===== src/sv/crtp_ram.sv =====
// ----------------------------------------------------------------------------
// crtp_ram
// single write port, single read port ram with registered read data
// ----------------------------------------------------------------------------
module crtp_ram #(
  parameter int WIDTH = 8,
  parameter int AW    = 6
) (
  input  logic             clk,
  input  logic             we,
  input  logic [AW-1:0]    waddr,
  input  logic [WIDTH-1:0] wdata,
  input  logic [AW-1:0]    raddr,
  output logic [WIDTH-1:0] rdata
);

  logic [WIDTH-1:0] mem [2**AW];

  always_ff @(posedge clk) begin
    if (we) begin
      mem[waddr] <= wdata;
    end
    rdata <= mem[raddr];
  end

endmodule


===== config.mk =====
export PLATFORM = sky130hd
export DESIGN_NAME = crtp_ram
export DESIGN_NICKNAME = d
export VERILOG_FILES = /design/src/sv/crtp_ram.sv
export SDC_FILE = /design/constraint.sdc
export NUM_CORES = 1
export LEC_CHECK = 0
export BUFFER_PORTS_ARGS = -buffer_cell sky130_fd_sc_hd__buf_2
export CORE_ASPECT_RATIO = 1.4
export CORE_MARGIN = 2
export CORE_UTILIZATION = 43
export DETAILED_ROUTE_END_ITERATION = 10
export GPL_TIMING_DRIVEN = 0
export MAX_ROUTING_LAYER = met4
export SKIP_LAST_GASP = 1
export SYNTH_ARGS = -nofsm -noshare
export SYNTH_HDL_FRONTEND = slang
export SYNTH_SLANG_ARGS = --single-unit

===== constraint.sdc =====
create_clock -name clk -period 5.25 [get_ports clk]
set_input_delay 0.2625 -clock clk [delete_from_list [all_inputs] [get_ports clk]]
set_output_delay 0.2625 -clock clk [all_outputs]
set_load 0.01 [all_outputs]

==> impl_metrics.yaml, run 1 <==
floorplan:
  rows: 93
  io_pins: 30
  die-area_mm2: 0.0487
  core_area_mm2: 0.0462
  die_w_um: 187
  dieHeight_um: 260
  start_util_pct: 43.7
global_routing:
  antenna_found_initial: 1
  grt_start_max_net_pins: 65
  grt_overflow: 0
  grt.total_usage_pct: 21.1
  grt_first_pass_wirelength_um: 70000
  grt_pass1_vias: 10100
logic_synthesis:
  ys_top_cells_by_area: "edfxtp_1, mux4_2, nor2_1"
  yosysTopAreaCell: "edfxtp_1"
  yosysTopAreaCellShare_pct: 76.2
  synth_seq_cells: 520
  ys_types: 40
  synth-warning-count: 0
  synth.avg_cell_area_um2: 21.5
  async_flop_share_pct: 0
  synth-edff-count: 512
  syn_inst: 940
  synth.most_common_cell: "edfxtp_1"
  synth_flop_cell: "edfxtp_1"
  syn-cell-area_mm2: 0.0202
  seq_area_frac_synth_pct: 77.0
  syn_nets: 962
  ys_top_cells_by_count: "edfxtp_1, mux4_2, nor2_1"
power_and_ir_drop:
  vdd_drop_max_uv: 203
  power_leakage_nw: 6.95
  power.density_mw_per_mm2: 373
  total_power_mw: 8.41
run:
  maxCapViolCount: 0
timing:
  max_slew_margin_pct: 14.5
  finalClockSkew_ps: 21.6
  fin_crit_sh_pct: 46.4
  holdWs_ps: 80.7
  rsz0062_at_grt: "false"
  setup_tns_ps: 0
  setup_viol: 0
  fmax_mhz: 410
  fin_crit_ps: 2440
  worstMarginPinSlew_ps: 1280
  finalMaxSlewViolations: 0
  hold_violations: 0
min_path:
  hold_depth: 2
  min_to: "rdata[3]"
  hold_class: "input port to flip-flop"
  hp-start: "raddr[5]"
cts:
  cts_resized: 0
  cts_root_buf: "clkbuf_16"
  clk_path_buf_depth: 3
  tritoncts: "done"
  clock_latency_ps: 580
  clk_pin_slew_worst_paths_ps: 60
  cts_made_buffers: 48
  h-tree-depth: 2
  holdBufCountCts: 0
  post-cts-setup-buffers: 0
  cts.sinks: 520
finish:
  final_layout_size_suffix_gt1_share_pct: 24.8
  num_antenna_cells: 0
  nNetsFinal: 1035
  area.growth.synth_to_final_pct: 11.8
  final_util_pct: 48.8
  fin_area_mm2: 0.0225
  n_fill_cell: 3793
worst_setup_path:
  arrival_ps: 2860
  critPathKind: "input port to flip-flop"
  crit_required_ps: 5670
  startpoint_type: "input port"
  worst_r2r_endpoint: "rdata[7]"
  worstRegToRegCells: 4
  crit_path_max_fanout: 10
  reg2reg_slack_ps: 3130
  r2r_start: "mem[55][7]"
  cp-end-kind: "flip-flop"
detailed_routing:
  drt-initial-drc-count: 973
  first_pass_iters: 6
  routedWlPerCell_um: 29.3
  ant_nets: 0
  drc: 0
  drt-total-wl_um: 48900
  viasPerCell: 5.81
  vias: 9690
run_status:
  status: "finished clean"
placement:
  place_congestion: 0.904
  port_buffers: 21
  dpl.hpwl_um: 31800
  dpl_cell_area_mm2: 0.0211
-- layout make-up --
type	count	area (µm²)	share of cell area [%]
flip-flops and latches	520	15500	68.9
multi-input cells	369	4320	19.1
clock buffers	58	1260	5.59
well taps	617	772	3.42
plain buffers	51	317	1.40
clock inverters	31	228	1.01
repair buffers	23	118	0.522
-- through the flow --
step	worst slack (ps)	instances
floorplan	3320	940
global placement	2310	1578
detailed placement	2290	1579
CTS	2890	1668
global route	2760	1669
finish	2810	1669
-- kinds of logic after synthesis --
logic type	count (synthesis)	share of synthesized area (%)
AO/OA/AOI/OAI	54	2.07
multiplexers	162	15.9
AND/OR/NAND/NOR	153	3.39
flip-flops	520	77.0
buffers and inverters	51	1.57
-- worst max path at each step --
stage,startpoint,slack [ps],endpoint,cells after the start
after floorplan,raddr[1],3320,rdata[3],7
after global placement,raddr[1],2310,rdata[7],9
after detailed placement,raddr[2],2290,rdata[7],7
after CTS,raddr[2],2890,rdata[7],7
after global routing,raddr[2],2760,rdata[1],8
final,raddr[2],2810,rdata[7],7
-- layer usage --
layer / GRT usage, % / part of all wire (%) / up-vias
li1: - / - / 4073
met1: 24.1 / 37 / 5169
met2: 37.4 / 54 / 338
met3: 2.78 / 5.1 / 110
met4: 8.64 / 4.2 / 0
met5: - / 0 / -
-- cell usage in the layout (no fill, tap or decap), types with 4 or more instances in the layout --
cell type / count
edfxtp_1: 512
dfxtp_1: 8
a211oi_1: 4
clkinv_1: 13
mux2i_1: 23
nor3_1: 7
a221oi_1: 6
buf_1: 4
nand2_1: 19
o221ai_1: 8
mux2_2: 13
nand2b_1: 7
buf_6: 4
o22ai_1: 8
clkbuf_1: 26
mux4_2: 126
clkbuf_16: 49
nor2b_1: 14
buf_2: 33
buf_4: 14
nand3_1: 13
clkinv_2: 11
nor2_1: 83
-- state kept, by name, summed over array words and instances (netlist names) --
register  cells
rdata         8
mem         512
-- worst max-delay path, stage by stage --
cell,delay (ps)
buf_2,180
buf_4,260
clkbuf_1,650
buf_2,520
mux4_2,420
o21ai_0,370
nand2_1,170
-- where the power goes --
group          internal [mW]  switching [mW]  total, mW  leakage (nW)
clock network           1.86            1.48       3.34         0.734
logic                  0.162           0.298      0.460          1.54
registers               4.60         0.00777       4.60          4.67
(Power assumes the default switching activity.)
==> run 2: changes to the inputs <==
==> constraint.sdc (replaced) <==
create_clock -name clk -period 2.2 [get_ports clk]
set_input_delay 0.11 -clock clk [delete_from_list [all_inputs] [get_ports clk]]
set_output_delay 0.11 -clock clk [all_outputs]
set_load 0.01 [all_outputs]
==> run 2 against run 1 <==
Effect of this change:
- clock-buffer cell count unchanged
- core utilization barely moved
- clock skew about the same
- total power is 140% higher
- sequential power grew 140%
- wire length decreased by 0.56%
- combinational power increased by 140%
- highest routed layer unchanged
- critical endpoint unchanged
- critical path depth rose by 2
==> impl_metrics.yaml, run 2 (synthesized netlist as in run 1, its figures left out) <==
run_status:
  status: "finished clean"
global_routing:
  grt_first_pass_wirelength_um: 69700
  grt.total_usage_pct: 20.9
  antenna_found_initial: 1
  grt_start_max_net_pins: 65
  grt_overflow: 0
  grt_pass1_vias: 10000
cts:
  clk_pin_slew_worst_paths_ps: 60
  h-tree-depth: 2
  clock_latency_ps: 580
  cts_root_buf: "clkbuf_16"
  tritoncts: "done"
  post-cts-setup-buffers: 0
  cts_made_buffers: 48
  cts.sinks: 520
  clk_path_buf_depth: 3
detailed_routing:
  viasPerCell: 5.79
  drt-initial-drc-count: 965
  routedWlPerCell_um: 29.2
  drt-total-wl_um: 48600
  ant_nets: 0
  first_pass_iters: 6
  drc: 0
  vias: 9655
power_and_ir_drop:
  seq_power_share_pct: 54.8
  sw_frac_of_total_pct: 21.3
  p_sw_mw: 4.27
  power.density_mw_per_mm2: 890
  power_leakage_nw: 6.96
  clock_power_share_pct: 39.8
  power_frac_comb_pct: 5.5
  p_int_mw: 15.8
  vdd_drop_max_uv: 486
timing:
  max_slew_margin_pct: 13.9
  fin_crit_sh_pct: 95.9
  worstMarginPinSlew_ps: 1290
  setup_viol: 0
  holdWs_ps: 179
  fmax_mhz: 474
  rsz0062_at_grt: "false"
  finalClockSkew_ps: 21.8
  fin_crit_ps: 2110
  fin_ws_ps: 89.7
  finalMaxSlewViolations: 0
  hold_violations: 0
floorplan:
  rows: 93
  dieHeight_um: 260
  core_area_mm2: 0.0462
  io_pins: 30
  die-area_mm2: 0.0487
  die_w_um: 187
  start_util_pct: 43.7
worst_setup_path:
  crit_buf_inv: 4
  crit_path_max_fanout: 10
  setup.worst_path.start: "raddr[1]"
  cp-end-kind: "flip-flop"
  cp_slowest_stage_delay_ps: 400
  crit_required_ps: 2620
  slowest_stage: "buf_2"
  critPathKind: "input port to flip-flop"
  crit_family: "buffers and inverters"
  startpoint_type: "input port"
  r2r_start: "mem[29][4]"
  crit_top_cell: "buf_4"
  crit_chain: "buf_4, clkbuf_4, buf_4, buf_2, mux4_2, mux2i_1, a21oi_1, o21ai_0, nand2_1"
  arrival_ps: 2530
finish:
  final_layout_size_suffix_gt1_share_pct: 24.9
  top_regs: "mem (512), rdata (8)"
  regMostFlops: "mem"
  most-common-layout-cells: "edfxtp_1, mux4_2, nor2_1"
  largest_reg_flops: 512
  final_common_cell: "edfxtp_1"
  nNetsFinal: 1034
  num_antenna_cells: 0
  fin_area_mm2: 0.0226
  area.growth.synth_to_final_pct: 11.8
placement:
  dpl.hpwl_um: 31800
  place_congestion: 0.904
  port_buffers: 21
  place_ws_ps: -608
  dpl_cell_area_mm2: 0.0211
min_path:
  hp-start: "waddr[0]"
  hold_class: "input port to flip-flop"
run:
  maxCapViolCount: 0
-- run 2: cell types whose count changed in the layout (fill, tap and decap cells not counted), sizes merged --
| cell | delta |
|---|---|
| dlygate4sd3 | +1 |
| clkbuf | +1 |
| buf | -3 |
-- run 2: timing repair --
action / 4_1_cts / 5_1_grt
hold buffers: 1 / 0
resized for setup: 0 / 3
endpoints found under the hold margin: 3 / 0
setup endpoints to repair: 2 / 4
-- run 2: through the flow --
stage	setup TNS, ps	std cells	util, %	power, mW
6_report	0	1668	48.8	20.1
3_5_place_dp	-57790	1579	45.6	12.3
3_3_place_gp	-42700	1578	45.6	12.3
5_1_grt	0	1668	48.8	20.6
4_1_cts	-2.49	1667	48.8	20.2
2_1_floorplan	0	940	-	11.8
-- run 2: layout make-up --
type                    count  area [µm²]
plain buffers              49         313
clock buffers              58        1260
clock inverters            31         228
fillers                  3791       23600
multi-input cells         369        4320
flip-flops and latches    520       15500
well taps                 617         772
repair buffers             24         128
-- run 2: worst min-delay path: stages --
cell	delay, ps
buf_2	150
nand4_1	160
nor3_1	140
-- run 2: layer usage --
layer  global-route usage (%)  up-vias  routed length (µm)
met5                        -        -                   0
met4                     9.04        0                2240
met3                     2.67      110                2670
met2                     36.9      369               25700
met1                     24.2     5108               18000
li1                         -     4068                   -
-- run 2: final timing paths --
path	endpoint	cells after the start	slack, ps
max reg2reg	rdata[4]	5	100
min reg2reg	rdata[7]	4	930
min	mem[49][5]	3	180
max	rdata[7]	9	90
-- run 2: power by group through the flow --
stage	registers, mW	clock network, mW	logic [mW]
final	11.0	7.98	1.10
after global routing	11.0	8.44	1.15
after CTS	11.0	8.09	1.11
after detailed placement	11.2	0	1.11
after global placement	11.2	0	1.09
after floorplan	11.2	0	0.584
==> run 3: changes to the inputs <==
==> constraint.sdc (replaced) <==
create_clock -name clk -period 1.9 [get_ports clk]
set_input_delay 0.095 -clock clk [delete_from_list [all_inputs] [get_ports clk]]
set_output_delay 0.095 -clock clk [all_outputs]
set_load 0.01 [all_outputs]
==> run 3 against run 2 <==
Effect of this change:
- the run now ends with setup timing left
- core utilization is 0.36 points higher
- first-iteration DRC count fell by 1.0%
- clock-buffer cell count did not move
- register-to-register slack worse by 190 ps
- via count barely moved
- die area stayed put
- combinational power up 20%
- setup slack worse by 180 ps
- critical path depth fell by 4
- sequential power grew 15%
- non-clock buffer count increased by 2
==> impl_metrics.yaml, run 3 (synthesized netlist as in run 1, its figures left out) <==
run_status:
  status: "finished, violations left"
  violations: "setup timing"
timing:
  rsz0062_at_grt: "true"
  finalMaxSlewViolations: 0
  finalClockSkew_ps: 20.6
  fin_crit_sh_pct: 105
  fin_crit_ps: 1990
  hold_violations: 0
  fin_ws_ps: -89.1
  fmax_mhz: 503
  max_slew_margin_pct: 15.4
  setup_viol: 24
  setup_tns_ps: -634
  worstMarginPinSlew_ps: 1270
detailed_routing:
  drt-total-wl_um: 48800
  routedWlPerCell_um: 29.2
  first_pass_iters: 5
  ant_nets: 0
  viasPerCell: 5.79
  drt-initial-drc-count: 955
  drc: 0
  vias: 9663
placement:
  place_congestion: 0.904
  port_buffers: 21
  place_ws_ps: -893
  dpl.hpwl_um: 31800
worst_setup_path:
  slowest_stage: "mux4_2"
  startpoint_type: "flip-flop"
  arrival_ps: 2410
  cp-end-kind: "flip-flop"
  crit_chain: "mux4_2, mux2_4, o221a_2, nor3_4, o32ai_2"
  cp_slowest_stage_delay_ps: 500
  worstRegToRegCells: 5
  crit_required_ps: 2320
  crit_cells: 5
  crit_buf_inv: 0
  critPathKind: "flip-flop to flip-flop"
  crit_family: "multiplexers"
  crit_path_max_fanout: 1
cts:
  clk_pin_slew_worst_paths_ps: 60
  clk_path_buf_depth: 3
  clock_latency_ps: 580
  cts.sinks: 520
  cts_root_buf: "clkbuf_16"
  h-tree-depth: 2
  cts_made_buffers: 48
  tritoncts: "done"
power_and_ir_drop:
  total_power_mw: 23.3
  vdd_drop_max_uv: 560
  power.density_mw_per_mm2: 1020
  p_sw_mw: 4.96
  sw_frac_of_total_pct: 21.3
  power_leakage_nw: 7.02
  power_frac_comb_pct: 5.7
  p_int_mw: 18.3
  seq_power_share_pct: 54.7
  clock_power_share_pct: 39.7
global_routing:
  grt.total_usage_pct: 21.0
  antenna_found_initial: 1
  grt_first_pass_wirelength_um: 70100
  grt_pass1_vias: 10100
  grt_overflow: 0
  grt_start_max_net_pins: 65
floorplan:
  die_w_um: 187
  io_pins: 30
  die-area_mm2: 0.0487
  core_area_mm2: 0.0462
  rows: 93
  start_util_pct: 43.7
  dieHeight_um: 260
finish:
  final_common_cell: "edfxtp_1"
  area.growth.synth_to_final_pct: 12.6
  nNetsFinal: 1036
  final_util_pct: 49.2
  most-common-layout-cells: "edfxtp_1, mux4_2, nor2_1"
  top_regs: "mem (512), rdata (8)"
  largest_reg_flops: 512
  regMostFlops: "mem"
  n_fill_cell: 3780
  final_layout_size_suffix_gt1_share_pct: 27.9
  num_antenna_cells: 0
min_path:
  hold_depth: 3
  hold_class: "input port to flip-flop"
run:
  maxCapViolCount: 0
run 3: changes by cell type in the layout (fill, tap and decap cells not counted), sizes merged:
cell | before | now
buf | 54 | 55
clkdlybuf4s15 | 0 | 2
clkbuf | 76 | 75
run 3: final cells by class:
| cell class | count | area, µm² | share of cell area (%) |
|---|---|---|---|
| well taps | 617 | 772 | 3.40 |
| multi-input cells | 369 | 4450 | 19.6 |
| clock buffers | 58 | 1260 | 5.55 |
| clock inverters | 31 | 228 | 1.00 |
| plain buffers | 51 | 347 | 1.53 |
| repair buffers | 24 | 128 | 0.562 |
| flip-flops and latches | 520 | 15500 | 68.4 |
run 3: worst paths after layout:
kind,start,end,slack (ps)
worst min register to register,mem[22][0],rdata[0],890
worst max-delay path,mem[29][4],rdata[4],-90
worst min-delay path,waddr[0],mem[49][5],170
worst max register to register,mem[29][4],rdata[4],-90
run 3: metal layers:
layer | GRT usage (%) | vias up | routed length [µm]
met3 | 2.79 | 103 | 2430
met5 | - | - | 0
li1 | - | 4083 | -
met2 | 37.0 | 337 | 26100
met4 | 9.24 | 0 | 2070
met1 | 24.2 | 5140 | 18200
run 3: worst register-to-register path: cells and delay by family, from the launching register on:
family	cells	cell delay, ps
AND/OR/NAND/NOR	1	210
flip-flops	1	380
multiplexers	2	800
AO/OA/AOI/OAI	2	460
run 3: metrics by stage:
step	hold slack [ps]	instance area [µm²]	cells
floorplan	194	20200	940
global placement	491	21000	1578
detailed placement	476	21100	1579
CTS	165	22600	1669
global route	198	22700	1670
finish	171	22700	1670
run 3: repair_timing:
action / in CTS / in global routing
setup buffers: 0 / 0
hold buffers: 1 / 0
pin swaps: 0 / 4
gates resized for setup: 24 / 24
hold endpoints to repair: 3 / 0
endpoints found under the setup margin: 24 / 64
run 3: power by group through the flow:
stage | sequential, mW | clock, mW | combinational [mW]
final | 12.7 | 9.23 | 1.32
after global routing | 12.7 | 9.78 | 1.38
after CTS | 12.7 | 9.37 | 1.31
after detailed placement | 13.0 | 0 | 1.28
after global placement | 13.0 | 0 | 1.26
after floorplan | 13.0 | 0 | 0.677
