`src/sv/crtp_pkg.sv`:
```
// ----------------------------------------------------------------------------
// crtp_pkg
// shared types, widths and codes of the call/return time profiler
// ----------------------------------------------------------------------------
package crtp_pkg;

  localparam int STACK_DEPTH    = 64;
  localparam int RECORD_ENTRIES = 64;
  localparam int TIME_BITS      = 48;
  localparam int STK_AW         = $clog2(STACK_DEPTH);
  localparam int REC_AW         = $clog2(RECORD_ENTRIES);
  localparam int FID_W          = 32;
  localparam int LINE_W         = 16;
  localparam int CALL_W         = 32;
  localparam int IDX_W          = 6;
  localparam int CNT_W          = 7;

  localparam logic [2:0] OP_CALL   = 3'd0;
  localparam logic [2:0] OP_TAIL   = 3'd1;
  localparam logic [2:0] OP_RETURN = 3'd2;
  localparam logic [2:0] OP_READ   = 3'd3;
  localparam logic [2:0] OP_CLEAR  = 3'd4;
  localparam logic [2:0] OP_BEGIN  = 3'd5;

  localparam logic [2:0] ST_OK       = 3'd0;
  localparam logic [2:0] ST_DISABLED = 3'd1;
  localparam logic [2:0] ST_STK_FULL = 3'd2;
  localparam logic [2:0] ST_NO_MATCH = 3'd3;
  localparam logic [2:0] ST_TBL_FULL = 3'd4;
  localparam logic [2:0] ST_BAD_IDX  = 3'd5;

  localparam logic [1:0] CFG_ENABLED   = 2'd0;
  localparam logic [1:0] CFG_YIELD_FID = 2'd1;
  localparam logic [1:0] CFG_TRACE     = 2'd2;

  typedef struct packed {
    logic [FID_W-1:0]     fn;
    logic [LINE_W-1:0]    line;
    logic [TIME_BITS-1:0] start;
    logic [TIME_BITS-1:0] child;
    logic [TIME_BITS-1:0] yld;
    logic                 tail;
  } frame_t;

  typedef struct packed {
    logic [FID_W-1:0]     fn;
    logic [LINE_W-1:0]    line;
    logic [CALL_W-1:0]    calls;
    logic [TIME_BITS-1:0] total;
    logic [TIME_BITS-1:0] self_t;
    logic [TIME_BITS-1:0] coro;
    logic                 tail;
  } rec_t;

  typedef struct packed {
    logic [TIME_BITS-1:0] a;
    logic [TIME_BITS-1:0] b;
    logic                 sub;
  } alu_req_t;

endpackage

```
`src/sv/crtp_alu.sv`:
```
// ----------------------------------------------------------------------------
// crtp_alu
// shared time adder/subtractor, wraps modulo 2^TIME_BITS
// ----------------------------------------------------------------------------
module crtp_alu (
  input  crtp_pkg::alu_req_t                req,
  output logic [crtp_pkg::TIME_BITS-1:0]    y
);

  assign y = req.sub ? (req.a - req.b) : (req.a + req.b);

endmodule

```
`config.mk`:
```
export PLATFORM = sky130hd
export DESIGN_NAME = crtp_alu
export DESIGN_NICKNAME = d
export VERILOG_FILES = /design/src/sv/crtp_pkg.sv /design/src/sv/crtp_alu.sv
export SDC_FILE = /design/constraint.sdc
export NUM_CORES = 1
export LEC_CHECK = 0
export BUFFER_PORTS_ARGS = -buffer_cell sky130_fd_sc_hd__buf_2
export CORE_UTILIZATION = 25
export DETAILED_ROUTE_END_ITERATION = 10
export PLACE_DENSITY_LB_ADDON = 0.15
export SLEW_MARGIN = 20
export SYNTH_ARGS = -nofsm -noshare
export SYNTH_HDL_FRONTEND = slang
export SYNTH_SLANG_ARGS = --single-unit
```
`constraint.sdc`:
```
create_clock -name vclk -period 10.77
set_input_delay 2.154 -clock vclk [all_inputs]
set_output_delay 2.154 -clock vclk [all_outputs]
set_load 0.02 [all_outputs]
```
==> results.md, run 1 <==
Yosys:
- After synthesis, the largest family of logic cells by area is compound AO/OA/AOI/OAI gates.
- The synthesized netlist devotes 21.7% of its cell area to XOR and XNOR gates.
- Of the total synthesized cell area, the portion taken by AND, OR, NAND and NOR gates is 25.3%.
- The post-synthesis net count is 688.
- The number of instances in the synthesized netlist is 541.
- In this run the mean area of a mapped cell was 6.70 sq um.
- The adder-cell share of the synthesized area is 17.5%.
- By count the netlist is led by a21oi_1 (76), xnor2_1 (76), nor2_1 (57).
- The synthesized design spends more area on one cell type than any other, namely xnor2_1.
- The netlist area before placement is 3620 sq um.
- The number of library cell types mapped by synthesis is 53.
- In the synthesized netlist, mux cells make up 0.276% of the area.
- The share of the synthesized area in the top cell type is 18.4%.
- The total of warnings raised by yosys is 0.
- Yosys attributes the largest share of cell area to xnor2_1 (18%), ha_1 (17%), a21oi_1 (11%), nor2_1 (5.9%), a21o_1 (4.4%).
- Summing the areas of all compound-gate instances in the mapped netlist gives 30.8% of the synthesized area.
- The sequential element share of the synthesized area is 0%.

STA:
- Hold is met by 4.70 ns.
- The count of pins over their slew limit was 0.
- The time the final worst path needs with I/O delays and setup is 8.92 ns.
- The worst-case setup margin in the final layout is 1.85 ns.
- In this run the tightest slew margin relative to its limit is 40.0%.
- For the pin with the worst max-slew slack, the measured transition is 0.900 ns.
- The final-report hold violation count came to 0.
- For the final routed database, the setup TNS stands at 0 ns.
- The final critical path takes up 82.8% of the cycle.
- Setup repair after global routing left no endpoint under its margin.
- The total of endpoints with negative setup slack in the final report is 0.
- Derived from the worst setup path, the maximum achievable clock frequency is 0.112 GHz.

Route:
- The number of detailed-routing iterations run before antenna repair is 5.
- The detailed router finished its first iteration with 272 violations.
- The total detailed-routing wirelength is 13000 microns.
- In the routed design, unresolved DRC markers number 0.
- The detailed router placed 4371 vias in this run.
- The number of antenna-violating nets in the routed design is 0.
- In the routed layout, each cell is associated on average with a via count of 5.14.
- The average wire per cell in the routed design is 15.3 microns.

Floorplan:
- The overall die height is 122 microns.
- Measured along the x axis, the die boundary spans 122 microns.
- The die covers 15000 sq um.
- The count of pins on the block boundary is 145.
- The starting density of the core is 25.9%.
- The core region is 14000 sq um.
- The total number of placement rows is 43.

Power and ir drop:
- The peak supply drop is 0.0352 mV.
- The leakage dissipation is 0.00211 uW.
- Power spread over the standard cell area amounts to 99.3 nW/um^2.

Clock tree:
- Buffers added to address setup during post-CTS repair amount to 0.
- After clock tree synthesis, the repair step resized 0 gates.
- The number of hold buffers added after cts is 0.

Setup path:
- The critical path class is primary input to output port.
- Data on the critical path arrives at its endpoint at 6.76 ns.
- The largest stage delay on the critical path is 0.62 ns.
- Walking the worst path, the cells encountered are buf_2 > or4_1 > or3_1 > nor3_1 > nor2_1 > xnor2_1 > ha_1 > a21oi_1 > a211o_1 > a31o_2 > a31oi_1 > a41oi_1 > o21ai_0 > nand2_1 > o211ai_1 > buf_2.
- The launching element type of the critical path is a primary input.
- The worst path buffer plus inverter count is 2.
- The cell family contributing the most delay on the critical path is compound AO/OA/AOI/OAI gates.
- The data required time at the worst endpoint is 8.62 ns.
- Of all nets on the critical path, the largest fanout is 5.
- The slowest stage of the critical path belongs to the cell nor3_1.
- The most common cell type on the critical path is buf_2.
- The kind of end point of the critical path is an output port.

Global route:
- In this run the most used layer during global routing was met2.
- Summed over all layers, the global routing overflow is 0.
- The via count of the first global-routing pass is 4212.
- In the global route stage, overall resource usage came out at 16.8%.
- The initial antenna violation count is 0.
- For this run, global-route usage on met2 was measured as 27.9%.
- The global-route wire length before repair is 20400 microns.
- The met3 layer usage reported by global route is 1.02%.
- For met1 alone, demand over resource in global routing was 24.2%.
- The pin count of the biggest net entering global routing is 48.

Finish:
- Compared with the post-synthesis result, the final layout area differs by 24.7%.
- The number of clock-tree buffers in the layout is 0.
- The number of antenna diodes in the final layout is 0.
- The flip-flop and latch area is 0 sq um.
- The number of nets at the end of the flow is 820.
- Of the cells placed in the final design, the portion with a size suffix greater than 1 is 24.3%.
- The final layout contains a sequential cell count of 0.
- The number of fill cells in the layout is 1599.
- In the final layout, the multi-input gates occupy 3460 sq um.

Worst hold path:
- The tightest min-delay check is of the primary input to output port type.
- The worst hold path was traced through 4 stages.
- The start point of the worst hold path is req[1].
- The worst min-delay path endpoint is y[0].

Status:
- The flow ran to the end, and the final reports show no timing, DRC or antenna violations.

Placement:
- Routability-driven placement finished with a final weighted congestion of 0.893.
- The detailed-placement wirelength estimate is 11400 microns.
- In this run the tool buffered the top-level ports with 145 buffer cells.
- The setup slack after placement is 1.85 ns.

Run:
- Across the run, the number of max-cap violations was 0.
[worst min-delay path: stages]
cell and delay [ns]:
buf_2 0.09, ha_1 0.12, inv_1 0.03, buf_2 0.14
[cell usage in the layout, fill, tap and decap left out, types with 3 or more instances in the layout]
cell type  instances
buf_2            145
a21oi_1           76
xnor2_1           76
nor2_1            57
ha_1              49
nand2_1           32
o21ai_0           29
inv_1             28
a21o_1            21
nor3_1            20
a31oi_1           13
xor2_1            12
nand4_1           11
o21a_1             8
nand3_1            7
or3_1              6
nand2b_1           6
and3_2             5
and3_1             5
nor2b_1            5
o211ai_1           5
o21bai_1           5
nor4_1             4
and4_1             4
or4_1              3
or4_4              3
a211o_1            3
a41oi_1            3
[where the power goes]
part           switching (uW)  internal, uW
logic                     276           173
clock network               0             0
registers                   0             0
[layout make-up]
cell class / instances / area share (%)
inverters: 28 / 2.33
multi-input cells: 498 / 76.6
well taps: 180 / 4.99
repair buffers: 145 / 16.1
[stage by stage]
stage	std cells	instance area (sq um)	power (uW)	util, %
detailed placement	851	4520	447	32.3
global placement	851	4520	449	32.3
CTS	851	4520	450	32.3
finish	851	4520	448	32.3
global route	851	4520	493	32.3
floorplan	541	3620	309	-
[routing by layer]
metal,vias to the layer above,routed length (microns)
li1,2251,-
met4,0,187
met2,148,5780
met3,12,744
met1,1960,6280
met5,-,0
[logic make-up (layout without fill, tap and decap cells)]
family,after synthesis,after routing
multiplexers,1,1
AND/OR/NAND/NOR,176,176
buffers and inverters,43,173
AO/OA/AOI/OAI,182,182
XOR/XNOR,89,89
adder cells (fa/ha/maj),50,50
[how the worst max path moves through the flow]
stage | to | startpoint | slack (ns) | cells after the start
finish | y[45] | req[12] | 1.85 | 16
global route | y[45] | req[12] | 1.44 | 16
CTS | y[45] | req[12] | 1.84 | 17
detailed placement | y[45] | req[12] | 1.85 | 17
global placement | y[45] | req[12] | 1.88 | 17
floorplan | y[46] | req[6] | 2.83 | 16
Power figures use the tool's default switching activity.
==> inputs of run 2 (changes only) <==
==> constraint.sdc (replaced) <==
create_clock -name vclk -period 7.5
set_input_delay 1.5 -clock vclk [all_inputs]
set_output_delay 1.5 -clock vclk [all_outputs]
set_load 0.02 [all_outputs]
==> results.md, run 2 (synthesis gave the netlist of run 1 again) <==
Status:
- The run finished with clean final reports.

Floorplan:
- 145 I/O pins were placed.
- After floorplanning, the core was divided into 43 placement rows.
- The starting density of the core is 25.9%.
- The overall die height is 122 microns.
- The die footprint is 15000 sq um.
- The area inside the core boundary is 14000 sq um.
- The x dimension of the die is 122 microns.

Power and ir drop:
- The worst-case IR drop observed on VDD is 0.0500 mV.
- The clock network is responsible for 0% of the overall power.
- Combinational cells account for 100.0% of the total power.
- The sequential share of power is 0%.
- The fraction of power spent switching nets is 61.0%.
- In this run the power density over the cells is 140 nW/um^2.
- The cell-internal power is 252 uW.
- The net switching power figure is 394 uW.
- In this run the static leakage power is 0.00217 uW.

Placement:
- Routability-driven placement finished with a final weighted congestion of 0.857.
- In this run the tool buffered the top-level ports with 145 buffer cells.
- The detailed-placement wirelength estimate is 11500 microns.
- Summing all placed instances gives a cell area of 4580 sq um.

Setup path:
- The setup path with the least slack is of type primary input to output port.
- The cell family contributing the most delay on the critical path is compound AO/OA/AOI/OAI gates.
- At the worst endpoint, the required time is 6.00 ns.
- The kind of end point of the critical path is an output port.
- For the worst setup path, the data arrival time is 5.67 ns.
- The signal on the critical path passes through buf_2 > or4_1 > nor3_1 > nand2_1 > nor3_1 > a21oi_1 > xnor2_1 > ha_1 > a21oi_1 > o21a_1 > o211ai_1 > o31a_1 > o211ai_1 > o31ai_2 > o21ai_0 > xnor2_1 > buf_2.
- The cell type of the slowest stage on the worst timing path is or4_1.
- Along the worst path, the maximum fanout reaches 6.
- The worst path buffer plus inverter count is 2.
- The worst setup path is launched from a primary input.
- On the worst path, the slowest cell contributes a delay of 0.56 ns.

Finish:
- The post-route netlist has 25.6% of its cells at a drive strength greater than 1.
- The layout sequential cell count is 0.
- Across the whole layout, storage elements account for 0 sq um.
- The number of clock-tree buffers in the layout is 0.
- In the layout the commonest cells are buf_2 (145), a21oi_1 (76), xnor2_1 (76).
- The growth of design area from synthesis to finish is 27.0%.
- The combined area of the multi-input logic cells is 3470 sq um.
- The number of fill cells in the layout is 1635.
- Once layout is done, the placed cells without fillers occupy 4600 sq um.
- The commonest non-fill, non-tap cell in the layout is buf_2.
- The net count of the finished layout is 829.

STA:
- The top achievable clock speed is 0.139 GHz.
- The total of endpoints with negative setup slack in the final report is 0.
- Subtracting the final worst setup slack from the clock period gives 7.17 ns.
- The worst-case headroom to the max-slew limit is 61.9%.
- The worst-case hold slack is 3.41 ns.
- The transition time at the pin with the least slew margin is 0.566 ns.
- Setup repair after global routing left no endpoint under its margin.
- Of the available clock period, the critical path in the final layout requires 95.6%.
- Setup total negative slack on the finished layout was measured at 0 ns.
- The count of pins over their slew limit is 0.
- The final-report hold violation count is 0.

Route:
- For this block, the routed nets add up to 12900 microns of wire.
- The detail-routed via count per cell is 5.04.
- The first-iteration detailed-routing DRC count is 180.
- In the final routed layout, each cell accounts on average for 15.0 microns.
- For this run, design rule violations remaining after detail routing come to 0.
- The final route contains 4339 vias.
- The count of nets left with antenna violations once routing finished came out at 0.
- The pre-antenna-repair detailed-routing pass consisted of 7 iterations.

Worst hold path:
- The min-delay analysis places its worst path in the category primary input to output port.

Run:
- The number of max-cap violations is 0.

Global route:
- Entering global routing, the biggest net connects 25 pins.
- The via count of the first global-routing pass is 4090.
- The initial antenna violation count is 1.
- The sum of overflow across all layers after global routing is 0.
- The global-route usage over all layers is 16.5%.
- The global-route wire length before repair is 20000 microns.

Clock tree:
- Buffers added to address setup during post-CTS repair amount to 0.
[run 2: cell count changes in the layout (fill, tap and decap cells not counted)]
cell       previous run  this run
a2111oi_1             0         1
buf_4                 0         9
diode_2               0         1
o31ai_1               1         0
nor3b_4               0         1
and3_2                5         6
nor3b_2               1         0
o31ai_2               0         1
a2111oi_0             2         1
and3_1                5         4
[run 2: power groups by stage]
| stage | clock network, uW | logic (uW) | registers [uW] |
|---|---|---|---|
| after global routing | 0.0000179 | 707 | 0 |
| after floorplan | 0 | 444 | 0 |
| after CTS | 0 | 648 | 0 |
| after detailed placement | 0 | 644 | 0 |
| after global placement | 0 | 644 | 0 |
| final | 0.0000179 | 646 | 0 |
[run 2: what timing repair did]
item                       in CTS  in global routing
hold buffers                    0                  0
resized for setup               0                  4
setup endpoints to repair       0                  4
[run 2: layout make-up]
type | count | share of cell area (%)
Multi-Input combinational cell | 498 | 75.5
Inverter | 28 | 2.28
Timing Repair Buffer | 154 | 17.2
Tap cell | 180 | 4.90
Antenna cell | 1 | 0.0544
[run 2: metrics by stage]
step	power (uW)	setup WS, ns	std cells	utilization, %
floorplan	444	0.868	541	-
global placement	644	0.303	860	32.8
detailed placement	644	0.123	860	32.8
CTS	648	0.117	860	32.8
global route	707	0.0254	861	32.9
finish	646	0.327	861	32.9
[run 2: path summary, 6_finish.rpt]
path | endpoint | slack [ns] | start | cells past startpoint
hold / removal | y[0] | 3.41 | req[1] | 4
setup / recovery | y[46] | 0.33 | req[12] | 17
[run 2: routing by layer]
metal,track usage [%],up-vias,share of wire (%)
li1,-,2271,-
met1,22.8,1939,48
met2,28.9,125,47
met3,0.929,4,5.1
met4,1.22,0,0.51
met5,0,-,0
==> inputs of run 3 (changes only) <==
--- a/config.mk
+++ b/config.mk
@@ -5,7 +5,9 @@
 export SDC_FILE = /design/constraint.sdc
 export NUM_CORES = 1
 export LEC_CHECK = 0
+export ABC_AREA = 1
 export BUFFER_PORTS_ARGS = -buffer_cell sky130_fd_sc_hd__buf_2
+export CORE_MARGIN = 4
 export CORE_UTILIZATION = 25
 export DETAILED_ROUTE_END_ITERATION = 10
 export PLACE_DENSITY_LB_ADDON = 0.15
==> results.md, run 3 <==
Finish:
- The commonest non-fill, non-tap cell in the layout is nand2_1.
- The layout sequential cell count is 0.
- Of the cells placed in the final design, the portion with a size suffix greater than 1 is 14.3%.
- Cells fill 30.2% of the core in the end.
- Summing all flip-flop and latch instances after layout gives 0 sq um.
- The count of antenna diodes in the layout is 0.
- For this run, the number of standard cells in the final layout without fillers is 1556.
- In the layout the commonest cells are nand2_1 (421), inv_1 (238), buf_2 (145).
- The number of nets at the end of the flow is 1425.
- Clock buffers in the final layout number 0.
- The growth of design area from synthesis to finish is 19.0%.

Yosys:
- The average instance in the mapped netlist occupies 4.87 sq um.
- Yosys attributes the largest share of cell area to nand2_1 (29%), inv_1 (16%), ha_1 (11%), xor2_1 (9.0%), nor2_1 (9.0%).
- The share of the synthesized area in the top cell type is 28.6%.
- Synthesis produced a netlist whose cell count is 1136.
- The total of warnings raised by yosys is 0.
- The post-synthesis net count is 1283.
- The sequential element share of the synthesized area is 0%.
- Ranked by instance count, the synthesized netlist is headed by nand2_1 (421), inv_1 (238), nor2_1 (132).
- By instance count, the leading cell after synthesis is nand2_1.
- The largest area contributor in the synthesized netlist is nand2_1.
- The number of library cell types mapped by synthesis is 37.
- The cell area that synthesis handed to floorplanning was 5530 sq um.

Clock tree:
- The number of setup buffers added after CTS is 0.
- Once the clock tree was built, the resizer swapped 0 gates to a different size.
- The number of hold buffers added after cts is 0.

STA:
- The portion of the clock cycle consumed by the worst path in the final layout is 81.2%.
- After layout, the worst setup slack is 1.41 ns.
- Headroom to the max-slew limit came out at 56.4%.
- The total of endpoints with negative setup slack in the final report is 0.
- The top achievable clock speed is 0.164 GHz.
- The time the final worst path needs with I/O delays and setup is 6.09 ns.
- Setup repair after global routing left no endpoint under its margin.
- The final-report hold violation count was 0.
- The count of pins over their slew limit was 0.
- The transition time at the pin with the least slew margin is 0.654 ns.
- The aggregate negative setup slack is 0 ns.

Power and ir drop:
- The peak supply drop is 0.0479 mV.
- The cell-internal power is 242 uW.
- The post-route total power is 751 uW.
- The fraction of power consumed by combinational cells is 100.0%.
- The sequential share of power is 0%.
- The clock network burns 0% of the power.
- The analysis attributes to cell leakage a power of 0.00405 uW.
- The power density over the cells is 114 nW/um^2.
- The fraction of power spent switching nets is 67.8%.
- The analysis attributes to net switching a power of 510 uW.

Route:
- The total detailed-routing wirelength is 22600 microns.
- In the final routed layout, each cell accounts on average for 14.6 microns.
- The detail-routed via count per cell is 4.43.
- The routed layout has 6899 vias.
- The number of detailed-routing iterations run before antenna repair is 5.
- For this block, the initial DRC count from the detailed router was 308.
- The detail route stage leaves a number of antenna-violating nets equal to 0.
- After detailed routing, the number of remaining DRC violations is 0.

Global route:
- The initial antenna violation count came to 0.
- Global routing consumed, on the met2 layer, 30.2% of the routing resources.
- The first global-routing pass estimated 34700 microns of wire.
- The via count of the first global-routing pass was 6662.
- The global routing stage identified its most utilized layer as met2.
- Summed over all layers, the global routing overflow is 0.
- Global routing consumed, on the met3 layer, 0.774% of the routing resources.
- Entering global routing, the biggest net connects 38 pins.
- For this run, the total global-route usage over all layers was measured as 17.8%.
- The fraction of met1 tracks used by global routing is 25.9%.

Placement:
- Once placement completed, the tool counted placed cells totaling 1556.
- At the end of routability-driven placement, the weighted congestion stood at 0.915.
- At the placement stage, the worst setup path has a slack of 1.40 ns.
- The detailed-placement wirelength estimate is 21000 microns.
- The count of port buffers added during placement is 145.

Setup path:
- The launching element type of the critical path is a primary input.
- The start point of the critical path is req[2].
- The worst setup path is captured at an output port.
- At the worst endpoint, the required time is 6.00 ns.
- The top fanout value on the critical path is 5.
- At the worst endpoint, the arrival time is 4.59 ns.
- The critical path class is primary input to output port.

Floorplan:
- The area inside the core boundary is 21800 sq um.
- From bottom edge to top edge, the die measures 157 microns.
- The die footprint is 24600 sq um.
- 145 I/O pins were placed.
- The total number of placement rows is 54.
- The starting density of the core is 25.4%.
- The floorplan step set the die width to 157 microns.

Run:
- The number of max-cap violations is 0.

Worst hold path:
- The depth of the worst hold-timing path is 4.
- The worst hold path begins at req[1].
- The worst hold path belongs to the class primary input to output port.

Status:
- The run finished with clean final reports.
## run 3: cell count changes in the layout (fill, tap and decap cells not counted), sizes merged, moves of 38 or more
cell   previous run  this run
inv              28       239
xor2             12        57
nand3             7        74
xnor2            77         9
nand2            32       432
a21oi            77        39
nor2             57       146
## run 3: routing by layer
layer / routed length, microns / share of wire [%]
met1: 11100 / 49
met2: 10400 / 46
met3: 930 / 4.1
met4: 272 / 1.2
met5: 0 / 0
## run 3: critical path: stages
cell	delay [ns]
buf_2	0.09
inv_1	0.13
ha_1	0.22
nand3_1	0.17
inv_1	0.11
nand3_1	0.14
o21ai_2	0.22
nand2_1	0.09
xor2_1	0.16
ha_1	0.41
nand2_1	0.14
nor2_1	0.24
nand2_1	0.15
inv_1	0.10
nand3_1	0.08
nand3b_1	0.16
xor2_1	0.25
buf_2	0.22
## run 3: final timing paths
path	end	slack, ns
setup / recovery	y[23]	1.41
hold / removal	y[0]	3.41
## run 3: final cells by class
cell class	count	area, sq um
Fill cell	2644	15200
Inverter	239	897
Multi-Input combinational cell	892	4610
Tap cell	280	350
Timing Repair Buffer	145	726
## run 3: stage by stage
step	hold WS [ns]	area, sq um
2_1_floorplan	3.19	5530
3_5_place_dp	3.42	6590
5_1_grt	3.45	6590
4_1_cts	3.42	6590
3_3_place_gp	3.42	6590
6_report	3.41	6590
## run 3: logic make-up (layout without fill, tap and decap cells)
| group | count (synthesis) | after routing | synth area share (%) |
|---|---|---|---|
| buf+inv | 244 | 384 | 16.6 |
| simple gates | 698 | 698 | 53.6 |
| xor+xnor | 66 | 66 | 10.4 |
| fa+ha+maj | 50 | 50 | 11.4 |
| compound gates | 78 | 78 | 7.91 |
## run 3: power by group through the flow
stage | clock (uW) | combinational, uW | sequential, uW
after floorplan | 0 | 500 | 0
after global placement | 0 | 759 | 0
after detailed placement | 0 | 756 | 0
after CTS | 0 | 759 | 0
after global routing | 0 | 843 | 0
final | 0 | 751 | 0
